### src/hdl/cpd_pkg.sv
`timescale 1ns / 1ps

package cpd_pkg;

  localparam int unsigned BufDepth   = 4096;
  localparam int unsigned WindowLen  = 96;
  localparam int unsigned TermMax    = 8;
  localparam int unsigned RawDepth   = 12;
  localparam int unsigned LowDepth   = 13;
  localparam int unsigned KeyCount   = 5;
  localparam int unsigned TextW      = LowDepth * 8;

  localparam logic [6:0] AgeMax = 7'd127;

  typedef enum logic [1:0] {
    OpStart = 2'd0,
    OpByte  = 2'd1,
    OpTick  = 2'd2
  } opcode_e;

  typedef enum logic [1:0] {
    StReceiving = 2'd0,
    StFound     = 2'd1,
    StFull      = 2'd2,
    StTimeout   = 2'd3
  } status_e;

  typedef enum logic [1:0] {
    RegTermBytes = 2'd0,
    RegTermLen   = 2'd1,
    RegBufLimit  = 2'd2,
    RegTimeout   = 2'd3
  } cfg_reg_e;

  // keyword order: press, [enter], " enter", continue, press any key
  localparam int unsigned KeyPress    = 0;
  localparam int unsigned KeyBrEnter  = 1;
  localparam int unsigned KeySpEnter  = 2;
  localparam int unsigned KeyContinue = 3;
  localparam int unsigned KeyAnyKey   = 4;

  localparam logic [KeyCount-1:0][3:0] KeyLen = {4'd13, 4'd8, 4'd6, 4'd7, 4'd5};

  localparam logic [KeyCount-1:0][TextW-1:0] KeyText = {
    TextW'("press any key"),
    TextW'("continue"),
    TextW'(" enter"),
    TextW'("[enter]"),
    TextW'("press")
  };

  localparam logic [TextW-1:0] PromptShort = TextW'("pylon>");
  localparam logic [TextW-1:0] PromptDebug = TextW'({"pylon_", "debug>"});
  localparam logic [3:0]       PromptShortLen = 4'd6;
  localparam logic [3:0]       PromptDebugLen = 4'd12;

  typedef struct packed {
    logic                found;
    logic [KeyCount-1:0] key_hit;
  } cpd_scan_t;

  // newest byte at index 0, last text character in the low byte
  function automatic logic suffix_hit(input logic [LowDepth-1:0][7:0] win,
                                      input logic [TextW-1:0] text,
                                      input logic [3:0] len);
    logic hit;
    hit = 1'b1;
    for (int i = 0; i < LowDepth; i++) begin
      if ((4'(i) < len) && (win[i] != text[8*i +: 8])) begin
        hit = 1'b0;
      end
    end
    return hit;
  endfunction

endpackage

### src/hdl/console_prompt_detector_core.sv
`timescale 1ns / 1ps

// channel  | handshake            | payload
// ---------+----------------------+-----------------------------------------------
// in       | in_valid_i/in_ready_o | opcode_i, data_byte_i
// out      | out_valid_o/out_ready_i | status_o, store_byte_o, write_index_o,
//          |                      | byte_count_o, send_return_o
// cfg      | cfg_we_i (no wait)   | cfg_index_i, cfg_data_i
//
// one item per cycle sustained while the output is not stalled; an item reaches the output through
// the input register, then the result register, with the match logic and state update between
// reset clears the configuration to its defaults and starts a reception
// a stalled output holds the result; the input register still fills behind it,
// so in_ready_o drops only when both stages hold an item

module console_prompt_detector_core
  import cpd_pkg::*;
(
  input  logic        clk_i,
  input  logic        rst_ni,
  input  logic        in_valid_i,
  output logic        in_ready_o,
  input  logic [1:0]  opcode_i,
  input  logic [7:0]  data_byte_i,
  output logic        out_valid_o,
  input  logic        out_ready_i,
  output logic [1:0]  status_o,
  output logic        store_byte_o,
  output logic [11:0] write_index_o,
  output logic [11:0] byte_count_o,
  output logic        send_return_o,
  input  logic        cfg_we_i,
  input  logic [1:0]  cfg_index_i,
  input  logic [63:0] cfg_data_i
);

  // configuration
  logic [TermMax*8-1:0] term_bytes_q;
  logic [3:0]           term_len_q;
  logic [12:0]          buf_limit_q;
  logic [31:0]          timeout_q;

  always_ff @(posedge clk_i or negedge rst_ni) begin
    if (!rst_ni) begin
      term_bytes_q <= (TermMax*8)'(62);
      term_len_q   <= 4'd1;
      buf_limit_q  <= 13'(BufDepth);
      timeout_q    <= 32'd1000;
    end else if (cfg_we_i) begin
      unique case (cfg_reg_e'(cfg_index_i))
        RegTermBytes: term_bytes_q <= cfg_data_i[TermMax*8-1:0];
        RegTermLen:   term_len_q   <= cfg_data_i[3:0];
        RegBufLimit:  buf_limit_q  <= cfg_data_i[12:0];
        RegTimeout:   timeout_q    <= cfg_data_i[31:0];
        default: ;
      endcase
    end
  end

  // pipeline control
  logic       s1_valid_q;
  logic [1:0] s1_op_q;
  logic [7:0] s1_byte_q;
  logic       out_free;
  logic       s1_adv;

  assign out_free   = !out_valid_o || out_ready_i;
  assign s1_adv     = s1_valid_q && out_free;
  assign in_ready_o = !s1_valid_q || out_free;

  always_ff @(posedge clk_i or negedge rst_ni) begin
    if (!rst_ni) begin
      s1_valid_q <= 1'b0;
    end else if (in_ready_o) begin
      s1_valid_q <= in_valid_i;
    end
  end

  always_ff @(posedge clk_i) begin
    if (in_ready_o && in_valid_i) begin
      s1_op_q   <= opcode_i;
      s1_byte_q <= data_byte_i;
    end
  end

  // reception state
  logic [RawDepth-2:0][7:0] raw_q, raw_d;
  logic [LowDepth-2:0][7:0] low_q, low_d;
  logic [KeyCount-1:0][6:0] age_q, age_d;
  logic [11:0]              count_q, count_d;
  logic [31:0]              ticks_q, ticks_d;
  status_e                  outcome_q, outcome_d;

  logic [RawDepth-1:0][7:0] raw_win;
  logic [LowDepth-1:0][7:0] low_win;
  logic [7:0]               lc;
  logic [12:0]              lim;
  logic [12:0]              lim_m1;
  logic [3:0]               tlen;
  logic [11:0]              count_inc;
  logic [31:0]              ticks_inc;
  logic [KeyCount-1:0]      present;
  logic                     need_ret;
  cpd_scan_t                scan;

  logic store_d, ret_d;
  logic [11:0] widx_d;

  assign lc      = ((s1_byte_q >= 8'h41) && (s1_byte_q <= 8'h5a)) ? (s1_byte_q + 8'd32)
                                                                  : s1_byte_q;
  assign raw_win = {raw_q, s1_byte_q};
  assign low_win = {low_q, lc};

  assign lim = (buf_limit_q < 13'd2) ? 13'd2
             : (buf_limit_q > 13'(BufDepth)) ? 13'(BufDepth) : buf_limit_q;
  assign lim_m1    = lim - 13'd1;
  assign tlen      = (term_len_q > 4'(TermMax)) ? 4'(TermMax) : term_len_q;
  assign count_inc = count_q + 12'd1;
  assign ticks_inc = (ticks_q != 32'hffff_ffff) ? (ticks_q + 32'd1) : ticks_q;

  cpd_scan u_scan (
    .raw_win_i    (raw_win),
    .low_win_i    (low_win),
    .term_bytes_i (term_bytes_q),
    .term_len_i   (tlen),
    .count_i      (count_inc),
    .scan_o       (scan)
  );

  always_comb begin
    for (int k = 0; k < KeyCount; k++) begin
      if (scan.key_hit[k]) begin
        age_d[k] = 7'd0;
      end else if (age_q[k] != AgeMax) begin
        age_d[k] = age_q[k] + 7'd1;
      end else begin
        age_d[k] = age_q[k];
      end
      present[k] = ({1'b0, age_d[k]} + 8'(KeyLen[k])) <= 8'(WindowLen);
    end
  end

  assign need_ret = present[KeyContinue]
                    && ((present[KeyPress] && (present[KeyBrEnter] || present[KeySpEnter]))
                        || present[KeyAnyKey]);

  always_comb begin
    raw_d     = raw_q;
    low_d     = low_q;
    count_d   = count_q;
    ticks_d   = ticks_q;
    outcome_d = outcome_q;
    store_d   = 1'b0;
    ret_d     = 1'b0;
    widx_d    = 12'd0;
    unique case (s1_op_q)
      OpStart: begin
        raw_d     = '0;
        low_d     = '0;
        count_d   = 12'd0;
        ticks_d   = 32'd0;
        outcome_d = (timeout_q == 32'd0) ? StTimeout : StReceiving;
      end
      OpTick: begin
        if (outcome_q == StReceiving) begin
          ticks_d = ticks_inc;
          if (ticks_inc >= timeout_q) begin
            outcome_d = StTimeout;
          end
        end
      end
      OpByte: begin
        if (outcome_q == StReceiving) begin
          if ({1'b0, count_q} >= lim_m1) begin
            outcome_d = StFull;
          end else begin
            store_d = 1'b1;
            widx_d  = count_q;
            count_d = count_inc;
            raw_d   = raw_win[RawDepth-2:0];
            low_d   = low_win[LowDepth-2:0];
            if (scan.found) begin
              outcome_d = StFound;
            end else begin
              ret_d = need_ret;
              if ({1'b0, count_inc} >= lim_m1) begin
                outcome_d = StFull;
              end
            end
          end
        end
      end
      default: ;
    endcase
  end

  logic age_upd, age_clr;
  assign age_upd = s1_adv && (s1_op_q == OpByte) && store_d;
  assign age_clr = s1_adv && (s1_op_q == OpStart);

  always_ff @(posedge clk_i or negedge rst_ni) begin
    if (!rst_ni) begin
      raw_q     <= '0;
      low_q     <= '0;
      age_q     <= {KeyCount{AgeMax}};
      count_q   <= 12'd0;
      ticks_q   <= 32'd0;
      outcome_q <= StReceiving;
    end else begin
      if (s1_adv) begin
        raw_q     <= raw_d;
        low_q     <= low_d;
        count_q   <= count_d;
        ticks_q   <= ticks_d;
        outcome_q <= outcome_d;
      end
      if (age_clr) begin
        age_q <= {KeyCount{AgeMax}};
      end else if (age_upd) begin
        age_q <= age_d;
      end
    end
  end

  // result register
  always_ff @(posedge clk_i or negedge rst_ni) begin
    if (!rst_ni) begin
      out_valid_o <= 1'b0;
    end else if (out_free) begin
      out_valid_o <= s1_valid_q;
    end
  end

  always_ff @(posedge clk_i) begin
    if (s1_adv) begin
      status_o      <= outcome_d;
      store_byte_o  <= store_d;
      write_index_o <= widx_d;
      byte_count_o  <= count_d;
      send_return_o <= ret_d;
    end
  end

  // checks
  assert property (@(posedge clk_i) disable iff (!rst_ni)
    out_valid_o && send_return_o |-> store_byte_o && (status_o != StFound))
    else $error("send_return without an accepted byte or on a found byte");

  assert property (@(posedge clk_i) disable iff (!rst_ni)
    out_valid_o && store_byte_o |-> byte_count_o == (write_index_o + 12'd1))
    else $error("byte count does not follow write index");

  assert property (@(posedge clk_i) disable iff (!rst_ni)
    s1_valid_q && !out_free |=> s1_valid_q && $stable(s1_op_q) && $stable(s1_byte_q))
    else $error("input register lost an item while the output stalled");

  assert property (@(posedge clk_i) disable iff (!rst_ni)
    !s1_adv |=> $stable(count_q) && $stable(outcome_q))
    else $error("reception state changed without an item");

endmodule

### src/hdl/cpd_scan.sv
`timescale 1ns / 1ps

module cpd_scan
  import cpd_pkg::*;
(
  input  logic [RawDepth-1:0][7:0] raw_win_i,
  input  logic [LowDepth-1:0][7:0] low_win_i,
  input  logic [TermMax*8-1:0]     term_bytes_i,
  input  logic [3:0]               term_len_i,
  input  logic [11:0]              count_i,
  output cpd_scan_t                scan_o
);

  logic [LowDepth-1:0][7:0] raw_pad;
  logic [TermMax-1:0]       term_ok;
  logic                     term_hit;
  logic                     short_hit;
  logic                     debug_hit;

  assign raw_pad = {{(LowDepth - RawDepth){8'h00}}, raw_win_i};

  always_comb begin
    for (int i = 0; i < TermMax; i++) begin
      term_ok[i] = (4'(i) >= term_len_i) || (raw_win_i[i] == term_bytes_i[8*i +: 8]);
    end
  end

  assign term_hit  = (term_len_i != 4'd0) && (count_i >= {8'd0, term_len_i}) && (&term_ok);
  assign short_hit = (count_i >= 12'(PromptShortLen))
                     && suffix_hit(raw_pad, PromptShort, PromptShortLen);
  assign debug_hit = (count_i >= 12'(PromptDebugLen))
                     && suffix_hit(raw_pad, PromptDebug, PromptDebugLen);

  always_comb begin
    scan_o.found = term_hit || short_hit || debug_hit;
    for (int k = 0; k < KeyCount; k++) begin
      scan_o.key_hit[k] = suffix_hit(low_win_i, KeyText[k], KeyLen[k]);
    end
  end

endmodule
### config.mk
export PLATFORM = sky130hd
export DESIGN_NAME = console_prompt_detector_core
export DESIGN_NICKNAME = d
export VERILOG_FILES = /design/src/hdl/cpd_pkg.sv /design/src/hdl/console_prompt_detector_core.sv /design/src/hdl/cpd_scan.sv
export SDC_FILE = /design/constraint.sdc
export NUM_CORES = 1
export LEC_CHECK = 0
export ABC_AREA = 0
export BUFFER_PORTS_ARGS = -buffer_cell sky130_fd_sc_hd__buf_2
export CORE_MARGIN = 10
export CORE_UTILIZATION = 50
export DETAILED_ROUTE_END_ITERATION = 8
export GPL_ROUTABILITY_DRIVEN = 0
export HOLD_SLACK_MARGIN = 0.08
export PLACE_DENSITY = 0.69
export SYNTH_ARGS = -nofsm -noshare
export SYNTH_HDL_FRONTEND = slang
export SYNTH_SLANG_ARGS = --single-unit
export TNS_END_PERCENT = 100
### constraint.sdc
create_clock -name clk_i -period 5.8 [get_ports clk_i]
set_clock_uncertainty 0.15 [all_clocks]
set_input_delay 0.29 -clock clk_i [delete_from_list [all_inputs] [get_ports clk_i]]
set_output_delay 0.29 -clock clk_i [all_outputs]
set_load 0.01 [all_outputs]
==> results of run 1 <==
## per-stage QoR
step | hold WS, ns | std cells | utilization [%]
detailed placement | 0.274 | 2535 | 53.0
global route | 0.188 | 2688 | 58.4
floorplan | -0.156 | 1985 | -
global placement | 0.268 | 2535 | 53.0
CTS | 0.141 | 2688 | 58.4
finish | 0.170 | 2689 | 58.4
## Yosys cell counts, types with 22 or more instances
cell      number  share of area (%)
a21oi_1       71                1.8
a22o_1        22               0.96
a31oi_1       29               0.90
and3_1        29               0.90
clkbuf_1      72                1.3
dfrtp_1      277                 35
dfstp_2       48                6.3
edfxtp_1      38                5.7
ha_1          72                4.5
inv_1        134                2.5
mux2_2       163                9.1
mux2i_1       25                1.2
nand2_1      137                2.6
nand3_1       69                1.7
nand4_1      109                3.4
nor2_1       112                2.1
nor3_1        34               0.85
nor4_1        49                1.5
o21ai_0      110                2.7
xnor2_1       62                2.7
xor2_1        46                2.0
## final timing paths
kind / startpoint / slack [ns] / end
setup / recovery: buf_limit_q[5]$_DFFE_PN0P_ / 0.64 / age_q[21]$_DFFE_PN1P_
hold / removal: cfg_index_i[0] / 0.17 / term_len_q[1]$_DFFE_PN0P_
setup reg to reg: buf_limit_q[5]$_DFFE_PN0P_ / 0.64 / age_q[21]$_DFFE_PN1P_
hold reg to reg: age_q[22]$_DFFE_PN1P_ / 0.33 / age_q[22]$_DFFE_PN1P_
max in group asynchronous: rst_ni / 3.91 / out_valid_o$_DFFE_PN0P_
min in group asynchronous: rst_ni / 0.21 / term_bytes_q[47]$_DFFE_PN0P_
## power by group through the flow
stage               Sequential [mW]  Combinational [mW]  Clock [mW]
floorplan                      3.25                1.66           0
global placement               3.38                2.04           0
detailed placement             3.40                2.11           0
CTS                            3.36                2.16        2.66
global route                   3.41                2.45        2.76
finish                         3.37                2.18        2.62
## sequential cells by signal, summed over array words and instances, names as in the netlist, 2 cells and up
| signal | cells |
|---|---|
| age_q | 35 |
| buf_limit_q | 13 |
| byte_count_o | 12 |
| count_q | 12 |
| low_q | 41 |
| outcome_q | 2 |
| raw_q | 88 |
| s1_byte_q | 8 |
| s1_op_q | 2 |
| status_o | 2 |
| term_bytes_q | 64 |
| term_len_q | 4 |
| ticks_q | 32 |
| timeout_q | 32 |
| write_index_o | 12 |
## kinds of logic (layout without fill, tap and decap cells)
family,count (synthesis),count (layout)
other cells,0,1
fa+ha+maj,72,72
flops,363,363
simple gates,648,648
buf+inv,241,419
compound gates,365,365
mux,188,188
xor+xnor,108,108
## per-layer routing
layer | track usage, % | share of wire, % | up-vias
li1 | - | - | 7535
met5 | 0 | 0 | -
met2 | 35.5 | 47 | 525
met4 | 7.30 | 2.5 | 0
met1 | 30.4 | 45 | 7970
met3 | 3.96 | 6.2 | 112
## worst reg2reg max path: cells and delay by family (launching register included)
kind | cells | cell delay, ns
fa+ha+maj | 1 | 0.28
buf+inv | 1 | 0.70
flops | 1 | 0.42
compound gates | 10 | 2.69
simple gates | 4 | 0.84
## cell type report
class | count | area, µm² | area share (%)
Sequential cell | 363 | 9330 | 40.2
Inverter | 134 | 503 | 2.17
Antenna cell | 1 | 2.50 | 0.0108
Timing Repair Buffer | 210 | 1530 | 6.60
Clock buffer | 55 | 1170 | 5.04
Tap cell | 525 | 657 | 2.83
Multi-Input combinational cell | 1381 | 9820 | 42.3
Clock inverter | 20 | 179 | 0.771
## layout by cell type, fill, tap and decap left out, types with 69 or more instances in the layout
master,instances
dfrtp_1,277
ha_1,72
a21oi_1,71
o21ai_0,110
buf_2,109
nand2_1,137
inv_1,134
mux2_2,163
dlygate4sd3_1,78
nand4_1,109
nand3_1,69
nor2_1,111
## what timing repair did
action / 4_1_cts / 5_1_grt
hold buffers: 78 / 0
endpoints found under the hold margin: 232 / 0
resized for setup: 0 / 0
==> results.py, run 1 <==
metrics = {
    "run_status": {
        "status": "complete, no violations",
    },
    "worst_setup_path": {
        "crit_fanout": 63,
        "cp_data_required_time_ns": 6.14,
        "crit_cells": 16,
        "arrival_ns": 5.50,
        "rr_worst_depth": 16,
        "critical_path_class": "flip-flop to flip-flop",
        "start_kind": "flip-flop",
        "slowest_delay_ns": 0.70,
        "crit_family": "compound AO/OA/AOI/OAI gates",
        "end_kind": "flip-flop",
        "crit_chain": "nor4_1 -> nand3_1 -> o21ai_0 -> o31ai_1 -> o21a_1 -> a31oi_1 -> ha_1 -> nand2_1 -> nor2_1 -> a21oi_1 -> o21ai_0 -> o21a_1 -> o21ai_4 -> buf_4 -> o211ai_1 -> a21oi_1",
        "cp_slowest_cell": "buf_4",
        "worstPathBufferInverterCount": 1,
    },
    "synthesis": {
        "syn-instance-count": 1985,
        "ys_ff_latch": 363,
        "yosys.area_share.simple_pct": 17.2,
        "synth_compound_area_share_pct": 11.9,
        "ys_warn_count": 0,
        "synth_top_family_by_area": "simple AND/OR/NAND/NOR gates",
        "syn_area_um2": 20100,
        "synth.net_count": 2138,
        "ys.flop_type": "dfrtp_1",
        "synth_area_per_cell_um2": 10.1,
        "ys_types": 82,
        "synth-edff-count": 38,
        "synthArstFlopShare_pct": 89.5,
        "ys_seq_area_share_pct": 46.5,
        "synthAdderAreaFrac_pct": 4.49,
        "synthMuxAreaShare_pct": 10.4,
        "synth-xor-area-share_pct": 4.71,
    },
    "timing": {
        "finalWorstSetupSlack_ns": 0.640,
        "grt_setup_unrepaired": "false",
        "layout_min_cycle_time_ns": 5.16,
        "setup_violations": 0,
        "tns_ns": 0,
        "fmax_mhz": 194,
        "hold_violations": 0,
        "finalMaxSlewViolations": 0,
        "fin_crit_sh_pct": 89.0,
        "tightest_slew_ns": 1.08,
        "relSlewSlack_pct": 27.8,
    },
    "drt": {
        "vias": 16142,
        "drtIter0Drc": 1501,
        "final_antenna_net_count": 0,
        "via_per_inst": 6.00,
        "route.detailed.drc": 0,
        "first_pass_iters": 6,
        "routedWlPerCell_um": 20.2,
        "drt-total-wl_um": 54500,
    },
    "global_route": {
        "grt_usage_pct": 22.3,
        "grt_pass1_wl_um": 87100,
        "antenna_found_initial": 1,
        "grt_max_degree": 163,
        "grt_pass1_vias": 15862,
        "grt_overflow": 0,
    },
    "min_path": {
        "hold_class": "primary input to flip-flop",
        "min_path_cells": 3,
    },
    "clock_tree": {
        "cts_tree": "built",
        "post-cts-setup-buffer-count": 0,
        "h-tree-depth": 2,
        "numCtsBuffers": 41,
        "clock_latency_ns": 0.57,
        "clock-root-buffer": "clkbuf_16",
        "clkSinkCount": 363,
        "clock_path_buffers": 3,
        "clk_pin_slew_ns": 0.07,
    },
    "pwr": {
        "power_leakage_nw": 10.1,
        "ir_worst_vdd_mv": 0.225,
        "power_density_nw_per_um2": 352,
        "seq_power_share_pct": 41.2,
        "p_sw_share_pct": 33.2,
        "comb_power_share_pct": 26.7,
        "switching_power_mw": 2.71,
        "pwr-share-clk_pct": 32.1,
        "total_power_mw": 8.17,
        "intPower_mw": 5.45,
    },
    "placement": {
        "numPortBuffers": 110,
        "post-dp-hpwl_um": 36600,
        "dpl_cell_area_um2": 21100,
        "dp_slack_ns": 0.774,
    },
    "finish": {
        "drive_above_1_share_pct": 20.2,
        "finalInstanceArea_um2": 23200,
        "num-fill-cells": 3321,
        "nNetsFinal": 2284,
        "area_delta_synth_final_pct": 15.6,
    },
    "die": {
        "die_y_um": 220,
        "pin_count": 111,
        "initial_utilization_pct": 50.5,
        "die_area_um2": 48500,
        "rows": 73,
        "fp.coreArea_um2": 39700,
        "dieWidth_um": 220,
    },
    "job": {
        "cap_violations": 0,
    },
}
Power figures use the tool's default switching activity.
==> run 2: changes to the inputs <==
--- a/config.mk
+++ b/config.mk
@@ -5,7 +5,7 @@
 export SDC_FILE = /design/constraint.sdc
 export NUM_CORES = 1
 export LEC_CHECK = 0
-export ABC_AREA = 0
+export ABC_AREA = 1
 export BUFFER_PORTS_ARGS = -buffer_cell sky130_fd_sc_hd__buf_2
 export CORE_MARGIN = 10
 export CORE_UTILIZATION = 50
==> run 2 against run 1 <==
Net effect: maximum frequency increased by 16%; cell area increased by 1.9%; total power increased by 8.8%; hold slack got worse by 0.042 ns; critical path type unchanged; largest power group unchanged.
==> results.py, run 2 <==
metrics = {
    "run_status": {
        "status": "complete, no violations",
    },
    "worst_setup_path": {
        "end_kind": "flip-flop",
        "start_kind": "flip-flop",
        "crit_fanout": 100,
        "crit_top_cell": "nand2_1",
        "cp_data_required_time_ns": 6.07,
        "crit_family": "simple AND/OR/NAND/NOR gates",
        "slowest_delay_ns": 0.75,
        "arrival_ns": 4.71,
        "rr_worst_depth": 27,
        "critical_path_class": "flip-flop to flip-flop",
        "crit_cells": 27,
        "cp_slowest_cell": "buf_4",
        "worstPathBufferInverterCount": 3,
    },
    "synthesis": {
        "synth_area_leader_cell": "dfrtp_1",
        "ys_seq_area_share_pct": 45.5,
        "synth_top_family_by_area": "simple AND/OR/NAND/NOR gates",
        "synth_compound_area_share_pct": 11.0,
        "syn-instance-count": 2571,
        "yosys.area_share.simple_pct": 25.4,
        "ys.flop_type": "dfrtp_1",
        "syn_area_um2": 20500,
        "synth_common_cells": "nand2_1, inv_1, dfrtp_1",
        "synthMuxAreaShare_pct": 1.10,
        "synth-edff-count": 38,
        "synthTopCellsByArea": "dfrtp_1, nand2_1, inv_1",
        "synth_top_area_share_pct": 33.8,
        "synth_area_per_cell_um2": 7.97,
        "synth-xor-area-share_pct": 3.97,
        "ys_types": 53,
        "synthAdderAreaFrac_pct": 4.39,
        "synth.net_count": 2724,
        "ys_warn_count": 0,
        "synthArstFlopShare_pct": 89.5,
        "synth.most_common_cell": "nand2_1",
        "ys_ff_latch": 363,
    },
    "die": {
        "die_y_um": 222,
        "dieWidth_um": 222,
        "die_area_um2": 49500,
        "fp.coreArea_um2": 40600,
        "pin_count": 111,
        "rows": 74,
        "initial_utilization_pct": 50.4,
    },
    "drt": {
        "first_pass_iters": 6,
        "routedWlPerCell_um": 16.9,
        "vias": 18163,
        "via_per_inst": 5.51,
        "final_antenna_net_count": 0,
        "drtIter0Drc": 1566,
        "drt-total-wl_um": 55700,
        "route.detailed.drc": 0,
    },
    "clock_tree": {
        "h-tree-depth": 2,
        "clk_pin_slew_ns": 0.06,
        "clock-root-buffer": "clkbuf_16",
        "numCtsBuffers": 41,
        "post-cts-setup-buffer-count": 0,
        "clock_latency_ns": 0.59,
        "cts_tree": "built",
        "clock_path_buffers": 3,
        "clkSinkCount": 363,
    },
    "timing": {
        "hold_ws_ns": 0.127,
        "tns_ns": 0,
        "finalMaxSlewViolations": 0,
        "fin_crit_sh_pct": 76.6,
        "fmax_mhz": 225,
        "setup_violations": 0,
        "relSlewSlack_pct": 18.7,
        "hold_violations": 0,
        "grt_setup_unrepaired": "false",
        "tightest_slew_ns": 1.22,
        "layout_min_cycle_time_ns": 4.44,
    },
    "global_route": {
        "antenna_found_initial": 0,
        "grt_pass1_vias": 17487,
        "grt_pass1_wl_um": 91500,
        "grt_overflow": 0,
        "grt_usage_pct": 22.1,
        "grt_max_degree": 110,
    },
    "finish": {
        "area_delta_synth_final_pct": 15.3,
        "top_regs": "raw_q x88, term_bytes_q x64, low_q x41",
        "largest_reg_flops": 88,
        "nNetsFinal": 2887,
        "num-fill-cells": 3561,
        "most-common-layout-cells": "nand2_1, inv_1, dfrtp_1, nor2_1, o21ai_0",
        "drive_above_1_share_pct": 11.9,
        "finalInstanceArea_um2": 23600,
        "regMostFlops": "raw_q",
        "insertedDiodeCount": 0,
        "final_common_cell": "nand2_1",
        "fin_util_pct": 58.1,
    },
    "min_path": {
        "hold_class": "primary input to flip-flop",
        "min_path_cells": 3,
    },
    "placement": {
        "dpl_cell_area_um2": 21500,
        "numPortBuffers": 110,
        "post-dp-hpwl_um": 39100,
    },
    "job": {
        "cap_violations": 0,
    },
    "pwr": {
        "power_density_nw_per_um2": 376,
        "power_leakage_nw": 11.1,
        "total_power_mw": 8.88,
        "ir_worst_vdd_mv": 0.280,
    },
}
[run 2: path summary, 6_finish.rpt]
check | start | endpoint | slack (ns)
max in group asynchronous | rst_ni | ticks_q[17]$_DFFE_PN0P_ | 3.79
max | buf_limit_q[7]$_DFFE_PN0P_ | raw_q[46]$_DFFE_PN0P_ | 1.36
max reg2reg | buf_limit_q[7]$_DFFE_PN0P_ | raw_q[46]$_DFFE_PN0P_ | 1.36
min | cfg_we_i | term_len_q[0]$_DFFE_PN1P_ | 0.13
min in group asynchronous | rst_ni | low_q[93]$_DFFE_PN0P_ | 0.20
min reg2reg | low_q[89]$_DFFE_PN0P_ | low_q[89]$_DFFE_PN0P_ | 0.33
[run 2: metrics by stage]
step                      std cells  setup WS, ns
after global placement         3145          1.54
after CTS                      3298          1.37
after detailed placement       3145          1.40
final                          3298          1.36
after floorplan                2571          2.24
after global routing           3298         0.779
[run 2: worst min-delay path: stages]
cell and delay [ns]:
buf_2 0.16, nand3_1 0.25, o21ai_0 0.13
[run 2: logic make-up after synthesis]
logic type / count (synthesis)
flops: 363
simple gates: 1160
mux: 20
xor+xnor: 92
fa+ha+maj: 72
compound gates: 411
buf+inv: 453
[run 2: final cells by class]
cell class | count | area, µm² | area share, %
Multi-Input combinational cell | 1755 | 9450 | 40.0
Sequential cell | 363 | 9330 | 39.5
Timing Repair Buffer | 203 | 1470 | 6.21
Inverter | 370 | 1390 | 5.90
Clock buffer | 55 | 1100 | 4.65
Tap cell | 532 | 666 | 2.82
Clock inverter | 20 | 224 | 0.948
[run 2: layer usage]
layer | GRT usage, % | part of all wire (%) | up-vias
li1 | - | - | 8828
met1 | 30.2 | 45 | 8640
met2 | 35.1 | 46 | 583
met3 | 3.60 | 6.2 | 112
met4 | 7.54 | 2.9 | 0
met5 | 0 | 0 | -
[run 2: power breakdown]
group          leakage [nW]  switching [mW]  internal, mW
Sequential             4.54           0.365          3.05
Combinational          5.93            1.86          1.02
Clock                 0.643            1.11          1.49
[run 2: what timing repair did]
item / 4_1_cts / 5_1_grt
hold endpoints to repair: 224 / 0
hold buffers: 78 / 0
setup endpoints to repair: 0 / 0
gates resized for setup: 0 / 0
